$ cat src/sv/art_pkg.sv
// shared constants, codes and controller/datapath interface structs
// for the arq retransmit table; no dependencies
package art_pkg;

    localparam int TABLE_DEPTH = 16;
    localparam int IDX_W       = (TABLE_DEPTH > 1) ? $clog2(TABLE_DEPTH) : 1;

    localparam int TIME_W = 32;
    localparam int PID_W  = 8;
    localparam int CNT_W  = 8;
    localparam int KIND_W = 3;

    // input modes
    localparam logic [1:0] MODE_SEND = 2'd0;
    localparam logic [1:0] MODE_RX   = 2'd1;
    localparam logic [1:0] MODE_TICK = 2'd2;

    // received header types
    localparam logic [1:0] RX_DATA = 2'd0;
    localparam logic [1:0] RX_ACK  = 2'd1;

    // result kinds
    localparam logic [KIND_W-1:0] K_TX      = 3'd0;
    localparam logic [KIND_W-1:0] K_ACK     = 3'd1;
    localparam logic [KIND_W-1:0] K_DELIVER = 3'd2;
    localparam logic [KIND_W-1:0] K_RESEND  = 3'd3;
    localparam logic [KIND_W-1:0] K_DROP    = 3'd4;
    localparam logic [KIND_W-1:0] K_ERROR   = 3'd5;
    localparam logic [KIND_W-1:0] K_STATUS  = 3'd6;

    // configuration register indexes
    localparam logic [1:0] CFG_TIMEOUT  = 2'd0;
    localparam logic [1:0] CFG_INTERVAL = 2'd1;
    localparam logic [1:0] CFG_MAXRES   = 2'd2;

    localparam logic [TIME_W-1:0] TIMEOUT_RST  = 32'd1000;
    localparam logic [TIME_W-1:0] INTERVAL_RST = 32'd100;
    localparam logic [CNT_W-1:0]  MAXRES_RST   = 8'd3;

    typedef struct packed {
        logic              capture;    // latch the accepted input beat
        logic              send;       // take next id, store entry if possible
        logic              ack_rm;     // remove entry matching rx_pid
        logic              scan_start; // record scan time, clear expiry flags
        logic              eval;       // evaluate expiry of one entry
        logic              resend;     // restart picked entry
        logic              drop;       // remove picked entry
        logic              emit;       // load output register
        logic [KIND_W-1:0] kind;
        logic              last;
    } art_cmd_t;

    typedef struct packed {
        logic [1:0] mode;
        logic [1:0] rx_type;
        logic       scan_due;
        logic       eval_end;
        logic       cand_any;
        logic       cand_over;
        logic       out_free;
    } art_sts_t;

endpackage

$ cat src/sv/arq_retransmit_table.sv
// top level of the arq retransmit table: controller plus datapath
// depends on art_pkg, art_ctrl and art_dp
//
//   channel  | signals                          | beat carries
//   ---------+----------------------------------+------------------------------------
//   s_axis   | tvalid tready tdata[39:0] tuser  | one request: send, rx header, tick
//   m_axis   | tvalid tready tdata[15:0] tuser  | one result, tlast on the final one
//            | tlast                            |
//   cfg      | cfg_valid cfg_ready cfg_index    | one config register write
//            | cfg_data                         |
//
// send request: tx result; data header: deliver, ack; ack header: entry removed, no
// result; unrecognized header: error result; tick: a scan if due, then status; a scan
// evaluates every entry, then resends, and a drop takes the place of the final empty
// pick; the expiry check walks the table one entry a cycle through a single
// subtract/compare unit. one request in flight; a new one is taken while its last
// result waits in the output register; stalled m_axis holds emitting states only
// reset clears valid bits, id counter and scan time and loads config defaults
module arq_retransmit_table
    import art_pkg::*;
(
    input  logic                clk,
    input  logic                rst_n,
    input  logic                s_axis_tvalid,
    output logic                s_axis_tready,
    input  logic [39:0]         s_axis_tdata,   // rx_pid[7:0], now[39:8]
    input  logic [3:0]          s_axis_tuser,   // mode[1:0], rx_type[3:2]
    output logic                m_axis_tvalid,
    input  logic                m_axis_tready,
    output logic [15:0]         m_axis_tdata,   // pid[7:0], pending[8], overflow[9]
    output logic [KIND_W-1:0]   m_axis_tuser,   // kind[2:0]
    output logic                m_axis_tlast,
    input  logic                cfg_valid,
    output logic                cfg_ready,
    input  logic [1:0]          cfg_index,
    input  logic [TIME_W-1:0]   cfg_data
);

    art_cmd_t cmd;
    art_sts_t sts;

    assign cfg_ready = 1'b1;

    art_ctrl u_ctrl (
        .clk           (clk),
        .rst_n         (rst_n),
        .s_axis_tvalid (s_axis_tvalid),
        .s_axis_tready (s_axis_tready),
        .sts           (sts),
        .cmd           (cmd)
    );

    art_dp u_dp (
        .clk           (clk),
        .rst_n         (rst_n),
        .s_axis_tdata  (s_axis_tdata),
        .s_axis_tuser  (s_axis_tuser),
        .cfg_valid     (cfg_valid),
        .cfg_index     (cfg_index),
        .cfg_data      (cfg_data),
        .cmd           (cmd),
        .sts           (sts),
        .m_axis_tvalid (m_axis_tvalid),
        .m_axis_tready (m_axis_tready),
        .m_axis_tdata  (m_axis_tdata),
        .m_axis_tuser  (m_axis_tuser),
        .m_axis_tlast  (m_axis_tlast)
    );

endmodule

$ cat src/sv/art_ctrl.sv
// controller state machine of the arq retransmit table
// depends on art_pkg; drives art_cmd_t to the datapath, reads art_sts_t
module art_ctrl
    import art_pkg::*;
(
    input  logic     clk,
    input  logic     rst_n,
    input  logic     s_axis_tvalid,
    output logic     s_axis_tready,
    input  art_sts_t sts,
    output art_cmd_t cmd
);

    localparam logic [3:0] S_IDLE = 4'd0;
    localparam logic [3:0] S_DEC  = 4'd1;
    localparam logic [3:0] S_SEND = 4'd2;
    localparam logic [3:0] S_DLV  = 4'd3;
    localparam logic [3:0] S_ACK  = 4'd4;
    localparam logic [3:0] S_ERR  = 4'd5;
    localparam logic [3:0] S_EVAL = 4'd6;
    localparam logic [3:0] S_PICK = 4'd7;
    localparam logic [3:0] S_STAT = 4'd8;

    logic [3:0] state_reg;
    logic [3:0] state_next;

    assign s_axis_tready = (state_reg == S_IDLE);

    always_comb
    begin
        state_next = state_reg;
        cmd        = '0;
        cmd.kind   = K_STATUS;
        case (state_reg)
            S_IDLE:
            begin
                if (s_axis_tvalid)
                begin
                    cmd.capture = 1'b1;
                    state_next  = S_DEC;
                end
            end
            S_DEC:
            begin
                case (sts.mode)
                    MODE_SEND: state_next = S_SEND;
                    MODE_RX:
                    begin
                        if (sts.rx_type == RX_DATA)
                            state_next = S_DLV;
                        else if (sts.rx_type == RX_ACK)
                        begin
                            cmd.ack_rm = 1'b1;
                            state_next = S_IDLE;
                        end
                        else
                            state_next = S_ERR;
                    end
                    MODE_TICK:
                    begin
                        if (sts.scan_due)
                        begin
                            cmd.scan_start = 1'b1;
                            state_next     = S_EVAL;
                        end
                        else
                            state_next = S_STAT;
                    end
                    default: state_next = S_IDLE;
                endcase
            end
            S_SEND:
            begin
                if (sts.out_free)
                begin
                    cmd.send   = 1'b1;
                    cmd.emit   = 1'b1;
                    cmd.kind   = K_TX;
                    cmd.last   = 1'b1;
                    state_next = S_IDLE;
                end
            end
            S_DLV:
            begin
                if (sts.out_free)
                begin
                    cmd.emit   = 1'b1;
                    cmd.kind   = K_DELIVER;
                    state_next = S_ACK;
                end
            end
            S_ACK:
            begin
                if (sts.out_free)
                begin
                    cmd.emit   = 1'b1;
                    cmd.kind   = K_ACK;
                    cmd.last   = 1'b1;
                    state_next = S_IDLE;
                end
            end
            S_ERR:
            begin
                if (sts.out_free)
                begin
                    cmd.emit   = 1'b1;
                    cmd.kind   = K_ERROR;
                    cmd.last   = 1'b1;
                    state_next = S_IDLE;
                end
            end
            S_EVAL:
            begin
                cmd.eval = 1'b1;
                if (sts.eval_end)
                    state_next = S_PICK;
            end
            S_PICK:
            begin
                // expired entries go out lowest id first; a drop ends the scan
                if (!sts.cand_any)
                    state_next = S_STAT;
                else if (sts.out_free)
                begin
                    cmd.emit = 1'b1;
                    if (sts.cand_over)
                    begin
                        cmd.drop   = 1'b1;
                        cmd.kind   = K_DROP;
                        state_next = S_STAT;
                    end
                    else
                    begin
                        cmd.resend = 1'b1;
                        cmd.kind   = K_RESEND;
                    end
                end
            end
            S_STAT:
            begin
                if (sts.out_free)
                begin
                    cmd.emit   = 1'b1;
                    cmd.kind   = K_STATUS;
                    cmd.last   = 1'b1;
                    state_next = S_IDLE;
                end
            end
            default: state_next = S_IDLE;
        endcase
    end

    always_ff @(posedge clk or negedge rst_n)
    begin
        if (!rst_n)
            state_reg <= S_IDLE;
        else
            state_reg <= state_next;
    end

endmodule

$ cat src/sv/art_dp.sv
// datapath of the arq retransmit table: entry table, id counter, scan timer,
// config registers and output register; depends on art_pkg
module art_dp
    import art_pkg::*;
(
    input  logic                clk,
    input  logic                rst_n,
    input  logic [39:0]         s_axis_tdata,   // rx_pid[7:0], now[39:8]
    input  logic [3:0]          s_axis_tuser,   // mode[1:0], rx_type[3:2]
    input  logic                cfg_valid,
    input  logic [1:0]          cfg_index,
    input  logic [TIME_W-1:0]   cfg_data,
    input  art_cmd_t            cmd,
    output art_sts_t            sts,
    output logic                m_axis_tvalid,
    input  logic                m_axis_tready,
    output logic [15:0]         m_axis_tdata,   // pid[7:0], pending[8], overflow[9]
    output logic [KIND_W-1:0]   m_axis_tuser,   // kind[2:0]
    output logic                m_axis_tlast
);

    // config
    logic [TIME_W-1:0] timeout_reg, timeout_next;
    logic [TIME_W-1:0] interval_reg, interval_next;
    logic [CNT_W-1:0]  maxres_reg, maxres_next;

    // latched input beat
    logic [1:0]        mode_reg, mode_next;
    logic [1:0]        rxtype_reg, rxtype_next;
    logic [PID_W-1:0]  rxpid_reg, rxpid_next;
    logic [TIME_W-1:0] now_reg, now_next;

    // table
    logic [TABLE_DEPTH-1:0] valid_reg, valid_next;
    logic [PID_W-1:0]       pid_reg  [TABLE_DEPTH];
    logic [PID_W-1:0]       pid_next [TABLE_DEPTH];
    logic [TIME_W-1:0]      sent_reg  [TABLE_DEPTH];
    logic [TIME_W-1:0]      sent_next [TABLE_DEPTH];
    logic [CNT_W-1:0]       rsnd_reg  [TABLE_DEPTH];
    logic [CNT_W-1:0]       rsnd_next [TABLE_DEPTH];
    logic [TABLE_DEPTH-1:0] flag_reg, flag_next;
    logic [IDX_W-1:0]       idx_reg, idx_next;

    logic [PID_W-1:0]  next_id_reg, next_id_next;
    logic [TIME_W-1:0] last_scan_reg, last_scan_next;

    // output register
    logic              out_valid_reg, out_valid_next;
    logic [KIND_W-1:0] out_kind_reg, out_kind_next;
    logic [PID_W-1:0]  out_pid_reg, out_pid_next;
    logic              out_pend_reg, out_pend_next;
    logic              out_ovf_reg, out_ovf_next;
    logic              out_last_reg, out_last_next;

    // combinational helpers
    logic [PID_W-1:0]       id_inc;
    logic [TABLE_DEPTH-1:0] id_hit, ack_hit, free_vec, free_oh, sel;
    logic                   store_ok;
    logic [TIME_W-1:0]      age;
    logic                   expired;
    logic [PID_W-1:0]       pick_pid;
    logic [CNT_W-1:0]       pick_rsnd;
    logic [TIME_W-1:0]      since_scan;
    logic [PID_W-1:0]       emit_pid;

    assign id_inc = next_id_reg + PID_W'(1);

    always_comb
    begin
        for (int i = 0; i < TABLE_DEPTH; i++)
        begin
            id_hit[i]  = valid_reg[i] && (pid_reg[i] == id_inc);
            ack_hit[i] = valid_reg[i] && (pid_reg[i] == rxpid_reg);
        end
    end

    // lowest free slot as one-hot
    assign free_vec = ~valid_reg;
    assign free_oh  = free_vec & (~free_vec + TABLE_DEPTH'(1));
    assign store_ok = !(|id_hit) && (|free_vec);

    assign age     = now_reg - sent_reg[idx_reg];
    assign expired = valid_reg[idx_reg] && (age > timeout_reg);

    // flagged entry with the smallest id; ids in the table are unique
    always_comb
    begin
        for (int i = 0; i < TABLE_DEPTH; i++)
        begin
            sel[i] = flag_reg[i];
            for (int j = 0; j < TABLE_DEPTH; j++)
                if (j != i && flag_reg[j] && !(pid_reg[i] < pid_reg[j]))
                    sel[i] = 1'b0;
        end
    end

    always_comb
    begin
        pick_pid  = '0;
        pick_rsnd = '0;
        for (int i = 0; i < TABLE_DEPTH; i++)
        begin
            if (sel[i])
            begin
                pick_pid  = pick_pid | pid_reg[i];
                pick_rsnd = pick_rsnd | rsnd_reg[i];
            end
        end
    end

    assign since_scan = now_reg - last_scan_reg;

    assign sts.mode      = mode_reg;
    assign sts.rx_type   = rxtype_reg;
    assign sts.scan_due  = since_scan > interval_reg;
    assign sts.eval_end  = (idx_reg == IDX_W'(TABLE_DEPTH - 1));
    assign sts.cand_any  = |flag_reg;
    assign sts.cand_over = pick_rsnd > maxres_reg;
    assign sts.out_free  = !out_valid_reg || m_axis_tready;

    always_comb
    begin
        case (cmd.kind)
            K_TX:                  emit_pid = id_inc;
            K_RESEND, K_DROP:      emit_pid = pick_pid;
            K_ACK, K_DELIVER,
            K_ERROR:               emit_pid = rxpid_reg;
            default:               emit_pid = '0;
        endcase
    end

    always_comb
    begin
        timeout_next   = timeout_reg;
        interval_next  = interval_reg;
        maxres_next    = maxres_reg;
        mode_next      = mode_reg;
        rxtype_next    = rxtype_reg;
        rxpid_next     = rxpid_reg;
        now_next       = now_reg;
        valid_next     = valid_reg;
        pid_next       = pid_reg;
        sent_next      = sent_reg;
        rsnd_next      = rsnd_reg;
        flag_next      = flag_reg;
        idx_next       = idx_reg;
        next_id_next   = next_id_reg;
        last_scan_next = last_scan_reg;
        out_valid_next = out_valid_reg;
        out_kind_next  = out_kind_reg;
        out_pid_next   = out_pid_reg;
        out_pend_next  = out_pend_reg;
        out_ovf_next   = out_ovf_reg;
        out_last_next  = out_last_reg;

        if (cfg_valid)
        begin
            case (cfg_index)
                CFG_TIMEOUT:  timeout_next  = cfg_data;
                CFG_INTERVAL: interval_next = cfg_data;
                CFG_MAXRES:   maxres_next   = cfg_data[CNT_W-1:0];
                default:      ;
            endcase
        end

        if (cmd.capture)
        begin
            mode_next   = s_axis_tuser[1:0];
            rxtype_next = s_axis_tuser[3:2];
            rxpid_next  = s_axis_tdata[7:0];
            now_next    = s_axis_tdata[39:8];
        end

        if (cmd.send)
        begin
            next_id_next = id_inc;
            if (store_ok)
            begin
                for (int i = 0; i < TABLE_DEPTH; i++)
                begin
                    if (free_oh[i])
                    begin
                        valid_next[i] = 1'b1;
                        pid_next[i]   = id_inc;
                        sent_next[i]  = now_reg;
                        rsnd_next[i]  = '0;
                    end
                end
            end
        end

        if (cmd.ack_rm)
            valid_next = valid_reg & ~ack_hit;

        if (cmd.scan_start)
        begin
            last_scan_next = now_reg;
            flag_next      = '0;
            idx_next       = '0;
        end

        if (cmd.eval)
        begin
            flag_next[idx_reg] = expired;
            idx_next           = idx_reg + IDX_W'(1);
        end

        if (cmd.resend)
        begin
            for (int i = 0; i < TABLE_DEPTH; i++)
            begin
                if (sel[i])
                begin
                    if (rsnd_reg[i] != {CNT_W{1'b1}})
                        rsnd_next[i] = rsnd_reg[i] + CNT_W'(1);
                    sent_next[i] = now_reg;
                    flag_next[i] = 1'b0;
                end
            end
        end

        if (cmd.drop)
        begin
            valid_next = valid_reg & ~sel;
            flag_next  = flag_reg & ~sel;
        end

        if (cmd.emit)
        begin
            out_valid_next = 1'b1;
            out_kind_next  = cmd.kind;
            out_pid_next   = emit_pid;
            out_pend_next  = (cmd.kind == K_STATUS) && (|valid_reg);
            out_ovf_next   = (cmd.kind == K_TX) && !store_ok;
            out_last_next  = cmd.last;
        end
        else if (m_axis_tready)
            out_valid_next = 1'b0;
    end

    always_ff @(posedge clk or negedge rst_n)
    begin
        if (!rst_n)
        begin
            timeout_reg   <= TIMEOUT_RST;
            interval_reg  <= INTERVAL_RST;
            maxres_reg    <= MAXRES_RST;
            valid_reg     <= '0;
            flag_reg      <= '0;
            idx_reg       <= '0;
            next_id_reg   <= '0;
            last_scan_reg <= '0;
            out_valid_reg <= 1'b0;
        end
        else
        begin
            timeout_reg   <= timeout_next;
            interval_reg  <= interval_next;
            maxres_reg    <= maxres_next;
            valid_reg     <= valid_next;
            flag_reg      <= flag_next;
            idx_reg       <= idx_next;
            next_id_reg   <= next_id_next;
            last_scan_reg <= last_scan_next;
            out_valid_reg <= out_valid_next;
        end
    end

    // payload, no reset
    always_ff @(posedge clk)
    begin
        mode_reg     <= mode_next;
        rxtype_reg   <= rxtype_next;
        rxpid_reg    <= rxpid_next;
        now_reg      <= now_next;
        pid_reg      <= pid_next;
        sent_reg     <= sent_next;
        rsnd_reg     <= rsnd_next;
        out_kind_reg <= out_kind_next;
        out_pid_reg  <= out_pid_next;
        out_pend_reg <= out_pend_next;
        out_ovf_reg  <= out_ovf_next;
        out_last_reg <= out_last_next;
    end

    assign m_axis_tvalid = out_valid_reg;
    assign m_axis_tuser  = out_kind_reg;
    assign m_axis_tlast  = out_last_reg;
    assign m_axis_tdata  = {6'd0, out_ovf_reg, out_pend_reg, out_pid_reg};

endmodule
$ cat config.mk
export PLATFORM = sky130hd
export DESIGN_NAME = arq_retransmit_table
export DESIGN_NICKNAME = d
export VERILOG_FILES = /design/src/sv/art_pkg.sv /design/src/sv/arq_retransmit_table.sv /design/src/sv/art_ctrl.sv /design/src/sv/art_dp.sv
export SDC_FILE = /design/constraint.sdc
export NUM_CORES = 2
export LEC_CHECK = 0
export BUFFER_PORTS_ARGS = -buffer_cell sky130_fd_sc_hd__buf_4
export CAP_MARGIN = 20
export CORE_ASPECT_RATIO = 1.5
export CORE_MARGIN = 5
export CORE_UTILIZATION = 60
export CTS_BUF_LIST = sky130_fd_sc_hd__clkbuf_4
export DETAILED_ROUTE_END_ITERATION = 7
export HOLD_SLACK_MARGIN = 0.12
export PLACE_DENSITY = 0.76
export SETUP_SLACK_MARGIN = 0.3
export SYNTH_ARGS = -nofsm -noshare
export SYNTH_HDL_FRONTEND = slang
export SYNTH_SLANG_ARGS = --single-unit
$ cat constraint.sdc
create_clock -name clk -period 8 [get_ports clk]
set_input_delay 0 -clock clk [delete_from_list [all_inputs] [get_ports clk]]
set_output_delay 0 -clock clk [all_outputs]
set_load 0.1 [all_outputs]
==> results of run 1 <==
==> metal layers <==
layer  GRT usage (%)  GRT overflow
met5            44.7             9
met4            88.8           896
met3            73.7            64
met2             100          1659
met1            84.8            51
==> kinds of logic after synthesis <==
| kind of cell | count (synthesis) | share of synthesized area [%] |
|---|---|---|
| AOI/OAI and AO/OA | 1725 | 15.8 |
| xor gates and xnor gates | 325 | 4.04 |
| adders and majority gates | 1119 | 19.1 |
| buffers and inverters | 710 | 3.84 |
| DFF | 979 | 30.3 |
| muxes | 762 | 14.2 |
| other | 2 | 0.0102 |
| and+or+nand+nor | 1735 | 12.7 |
==> repair_timing <==
action	in CTS
buffers inserted	1
hold buffers	196
hold endpoints to repair	362
resized for setup	11
endpoints found under the setup margin	16
==> per-stage QoR <==
stage	std cells	setup TNS [ns]	util [%]	hold WS (ns)	area, µm²
CTS	9911	0	69.9	0.122	85100
detailed placement	9338	-2.04	65.9	0.128	80300
global placement	9336	0	65.9	0.116	80200
floorplan	7362	0	-	-0.296	73400
==> reports/results.txt, run 1 <==
status - aborted with a tool error
Fail Step - global routing
stop err - [ERROR GRT-0116] Global routing finished with congestion. Check the congestion regions in the DRC Viewer.
synth cell count leaders - ha_1, dfxtp_1, mux2_2, a21oi_1, inv_1
DPL Wire Length - 303000 µm
DIE HEIGHT - 438 µm
total congestion overflow - 2679
CTS root buf - clkbuf_4
largest net degree at the start of global routing - 93
dominant synthesized flop cell - dfxtp_1
I/O pins - 106
Final GP Congestion - 1.20
Syn Area/Cell - 9.98 µm²
Die Span X - 296 µm
total track usage - 86.3%
Synth async-reset ratio - 15.6%
#FFs+latches synth - 979
Netlist cell types - 103
CTS Sinks - 979
synth warn - 0
ranking of synthesized cells by area - ha_1, dfxtp_1, mux2_2
Inserted Clock Buffers - 201
H-tree levels - 4
floorplan row count - 157
cell area after synthesis - 73400 µm²
global-route wire length before repair - 846000 µm
clock buffer depth - 3
area leader, netlist - ha_1
post-synthesis sequential area ratio - 30.3%
Setup WS pre-CTS - -0.209 ns
share of the synthesized area in the top cell type - 19.0%
IO buf count - 98
Post-Synthesis Cells - 7357
count leader, synth - ha_1
number of global-route vias before repair - 98466
number of flops mapped to enable cells by yosys - 186
starting density of the core - 60.3%
==> run 2, diff against run 1 <==
--- a/config.mk
+++ b/config.mk
@@ -7,14 +7,10 @@
 export LEC_CHECK = 0
 export BUFFER_PORTS_ARGS = -buffer_cell sky130_fd_sc_hd__buf_4
 export CAP_MARGIN = 20
-export CORE_ASPECT_RATIO = 1.5
 export CORE_MARGIN = 5
-export CORE_UTILIZATION = 60
-export CTS_BUF_LIST = sky130_fd_sc_hd__clkbuf_4
+export CORE_UTILIZATION = 40
 export DETAILED_ROUTE_END_ITERATION = 7
-export HOLD_SLACK_MARGIN = 0.12
-export PLACE_DENSITY = 0.76
-export SETUP_SLACK_MARGIN = 0.3
+export PLACE_DENSITY_LB_ADDON = 0.15
 export SYNTH_ARGS = -nofsm -noshare
 export SYNTH_HDL_FRONTEND = slang
 export SYNTH_SLANG_ARGS = --single-unit
==> run 2 against run 1 <==
  * The flow now finishes, with violations (DRC)
  * Synthesized cell count stayed put
  * Area after synthesis stayed put
==> reports/results.txt, run 2 <==
status - finished, violations left
failing checks - DRC
largest net degree at the start of global routing - 77
Die Span X - 438 µm (+48%)
Final nets - 9284
Netlist cell types - 103 (unchanged)
crit path max fanout - 22
final period utilization - 97.7%
area leader, netlist - ha_1
die area - 192000 µm²
Final Power - 0.0225 W
Worst path max stage delay - 0.93 ns
core area - 183000 µm²
ranking of synthesized cells by area - ha_1, dfxtp_1, mux2_2
DR iter-0 viols - 8294
starting density of the core - 40.1% (-20 points)
critical path launch point type - flop
Worst path top cell family by delay - simple AND/OR/NAND/NOR gates
share of layout cells above drive strength 1 - 21.9%
#FFs+latches synth - 979 (unchanged)
Slew Limit Fails - 0
most frequent cells in the layout - ha_1, buf_4, dfxtp_1
DIE HEIGHT - 438 µm (unchanged)
wire per inst - 36.2 µm
synth cell count leaders - ha_1, dfxtp_1, mux2_2, a21oi_1, inv_1
Post-Synthesis Cells - 7357 (unchanged)
synth warn - 0 (unchanged)
most common cell after layout, fill and taps aside - ha_1
power share of the combinational group - 45.5%
Area Growth Syn to Fin - 19.2%
post-synthesis sequential area ratio - 30.3% (unchanged)
Worst Setup Path Type - flop to flop
peak supply drop - 0.000237 V
total track usage - 38.7%
Setup crit end kind - flop
Post-route DRC - 11
Int Pwr - 0.0131 W
worst hold path type - input port to flop
Net Sw Frac - 41.7%
Reg power frac - 30.9%
Inserted Clock Buffers - 109 (-46%)
post-DR vias/cell - 6.51
share of the synthesized area in the top cell type - 19.0% (unchanged)
Clock power frac - 23.7%
number of global-route vias before repair - 65830
floorplan row count - 157 (unchanged)
global-route wire length before repair - 525000 µm
xor and xnor area share after synthesis - 4.04% (unchanged)
sw power - 0.00936 W
Setup TNS - 0 ns
Slew headroom - 20.7%
Critical Path AT - 8.42 ns
clk slew on worst S/H paths - 0.06 ns
filler cell count - 17081
# setup viols final - 0
I/O pins - 106 (unchanged)
DR vias - 69386
H-tree levels - 3 (-1)
largest family of logic cells by synthesized area - adder cells
Final GP Congestion - 1.08 (-10%)
CTS Sinks - 979 (unchanged)
Routed WL - 386000 µm
Clock Latency Late Sink - 0.81 ns
Synth Area in Simple Gates - 12.7% (unchanged)
max reg flops - 512
Worst EP required - 8.61 ns
minimum clock period - 7.82 ns
initial antenna violation count - 28
count leader, synth - ha_1
Synth async-reset ratio - 15.6% (unchanged)
router iterations before antenna repair - 8
final hold vios - 0
antenna-violating nets left - 0
Slowest-stage cell, CP - nor4_1
Buf+Inv Stages, Crit Path - 5
max-cap violations - 0
number of flops mapped to enable cells by yosys - 186 (unchanged)
clock buffer depth - 3 (unchanged)
post-synthesis compound-gate area fraction - 15.8% (unchanged)
cell area after synthesis - 73400 µm² (unchanged)
DPL Wire Length - 294000 µm (-3.2%)
IO buf count - 98 (unchanged)
RSZ-0062 raised after global routing - no
CTS root buf - clkbuf_16
multiplexer area fraction after synthesis - 14.2% (unchanged)
P_leak - 37.6 nW
worst clock skew - 0.102 ns
Pwr Density - 257 nW/µm²
CTS tree - done
total congestion overflow - 0
dominant synthesized flop cell - dfxtp_1
Peak Freq - 128 MHz
Syn Area/Cell - 9.98 µm² (unchanged)
Post-Synth Adder-Cell Area - 19.1% (unchanged)
Tightest Pin Transition - 1.18 ns
run 2: cell counts after synthesis:
Identical to the previous run, type by type.
run 2: cell families (layout without fill, tap and decap cells):
logic type | count (synthesis) | in the layout
AND/OR/NAND/NOR | 1735 | 1735
AO/OA/AOI/OAI | 1725 | 1725
adder cells (fa/ha/maj) | 1119 | 1119
flip-flops | 979 | 979
multiplexers | 762 | 762
buffers and inverters | 710 | 1527
XOR/XNOR | 325 | 325
other | 2 | 23
run 2: stage by stage:
stage / utilization (%) / setup WS (ns) / std cells / hold WS [ns] / instance area (µm²)
after global routing: 47.8 / 0.147 / 10643 / 0.0424 / 87500
after floorplan: - / 1.09 / 7362 / -0.296 / 73400
after CTS: 47.8 / 0.301 / 10635 / 0.00288 / 87400
after global placement: 44.7 / 0.412 / 10262 / 0.172 / 81800
final: 47.8 / 0.181 / 10659 / 0.0437 / 87500
after detailed placement: 44.8 / 0.332 / 10265 / 0.179 / 81900
run 2: layer usage:
metal,global-route usage [%],vias up,wire (µm)
met4,29.3,14,37000
met5,0,-,90
met1,48.1,34163,150000
li1,-,29734,-
met2,58.6,4108,163000
met3,8.51,1367,36100
run 2: layout make-up:
type | instances | area (µm²) | area share (%)
antenna | 16 | 40.0 | 0.0458
clock buffer | 157 | 3180 | 3.63
clock inverter | 49 | 632 | 0.722
inverter | 393 | 1480 | 1.69
multi-input combinational | 5673 | 48700 | 55.6
sequential | 979 | 22300 | 25.4
tap | 2464 | 3080 | 3.52
timing repair buffer | 928 | 8160 | 9.33
run 2: worst paths after layout:
check,from,to,slack (ns),cells past startpoint
setup / recovery,u_dp.pid_reg[10],u_dp.sent_reg[444],0.18,26
hold / removal,cfg_data[31],u_dp.timeout_reg[31],0.04,4
setup reg to reg,u_dp.pid_reg[10],u_dp.sent_reg[444],0.18,26
hold reg to reg,u_dp.sent_reg[377],u_dp.sent_reg[377],0.46,1
max in group asynchronous,rst_n,u_dp.last_scan_reg[5],6.42,4
min in group asynchronous,rst_n,u_dp.valid_reg[11],0.36,3
run 2: what timing repair did:
action / CTS / global route
setup endpoints to repair: 0 / 8
setup buffers: 0 / 1
resized for setup: 0 / 1
endpoints found under the hold margin: 212 / 0
hold buffers: 164 / 0
run 2: power by group through the flow:
| stage | logic, W | clock network [W] | registers [W] |
|---|---|---|---|
| 2_1_floorplan | 0.00615 | 0 | 0.00675 |
| 6_report | 0.0102 | 0.00532 | 0.00693 |
| 5_1_grt | 0.0108 | 0.00562 | 0.00700 |
| 4_1_cts | 0.00992 | 0.00543 | 0.00693 |
| 3_5_place_dp | 0.00979 | 0 | 0.00703 |
| 3_3_place_gp | 0.00972 | 0 | 0.00700 |
run 2: worst register-to-register path: stages, from the launching register on:
cell	delay, ns
edfxtp_1	0.56
inv_1	0.76
ha_1	0.40
nand3_1	0.12
nor3_1	0.08
buf_4	0.17
or4_1	0.42
nand4bb_1	0.18
or4_1	0.50
nor4_1	0.93
and2_0	0.26
buf_4	0.18
a221oi_1	0.11
and3_1	0.25
nand3_1	0.11
ha_1	0.24
nor2b_1	0.14
o21a_1	0.17
o21a_1	0.16
o21bai_1	0.12
a21oi_1	0.14
nor2_2	0.21
buf_12	0.24
nand2_1	0.16
o31ai_4	0.29
buf_12	0.31
mux2_2	0.42
(Power assumes the default switching activity.)
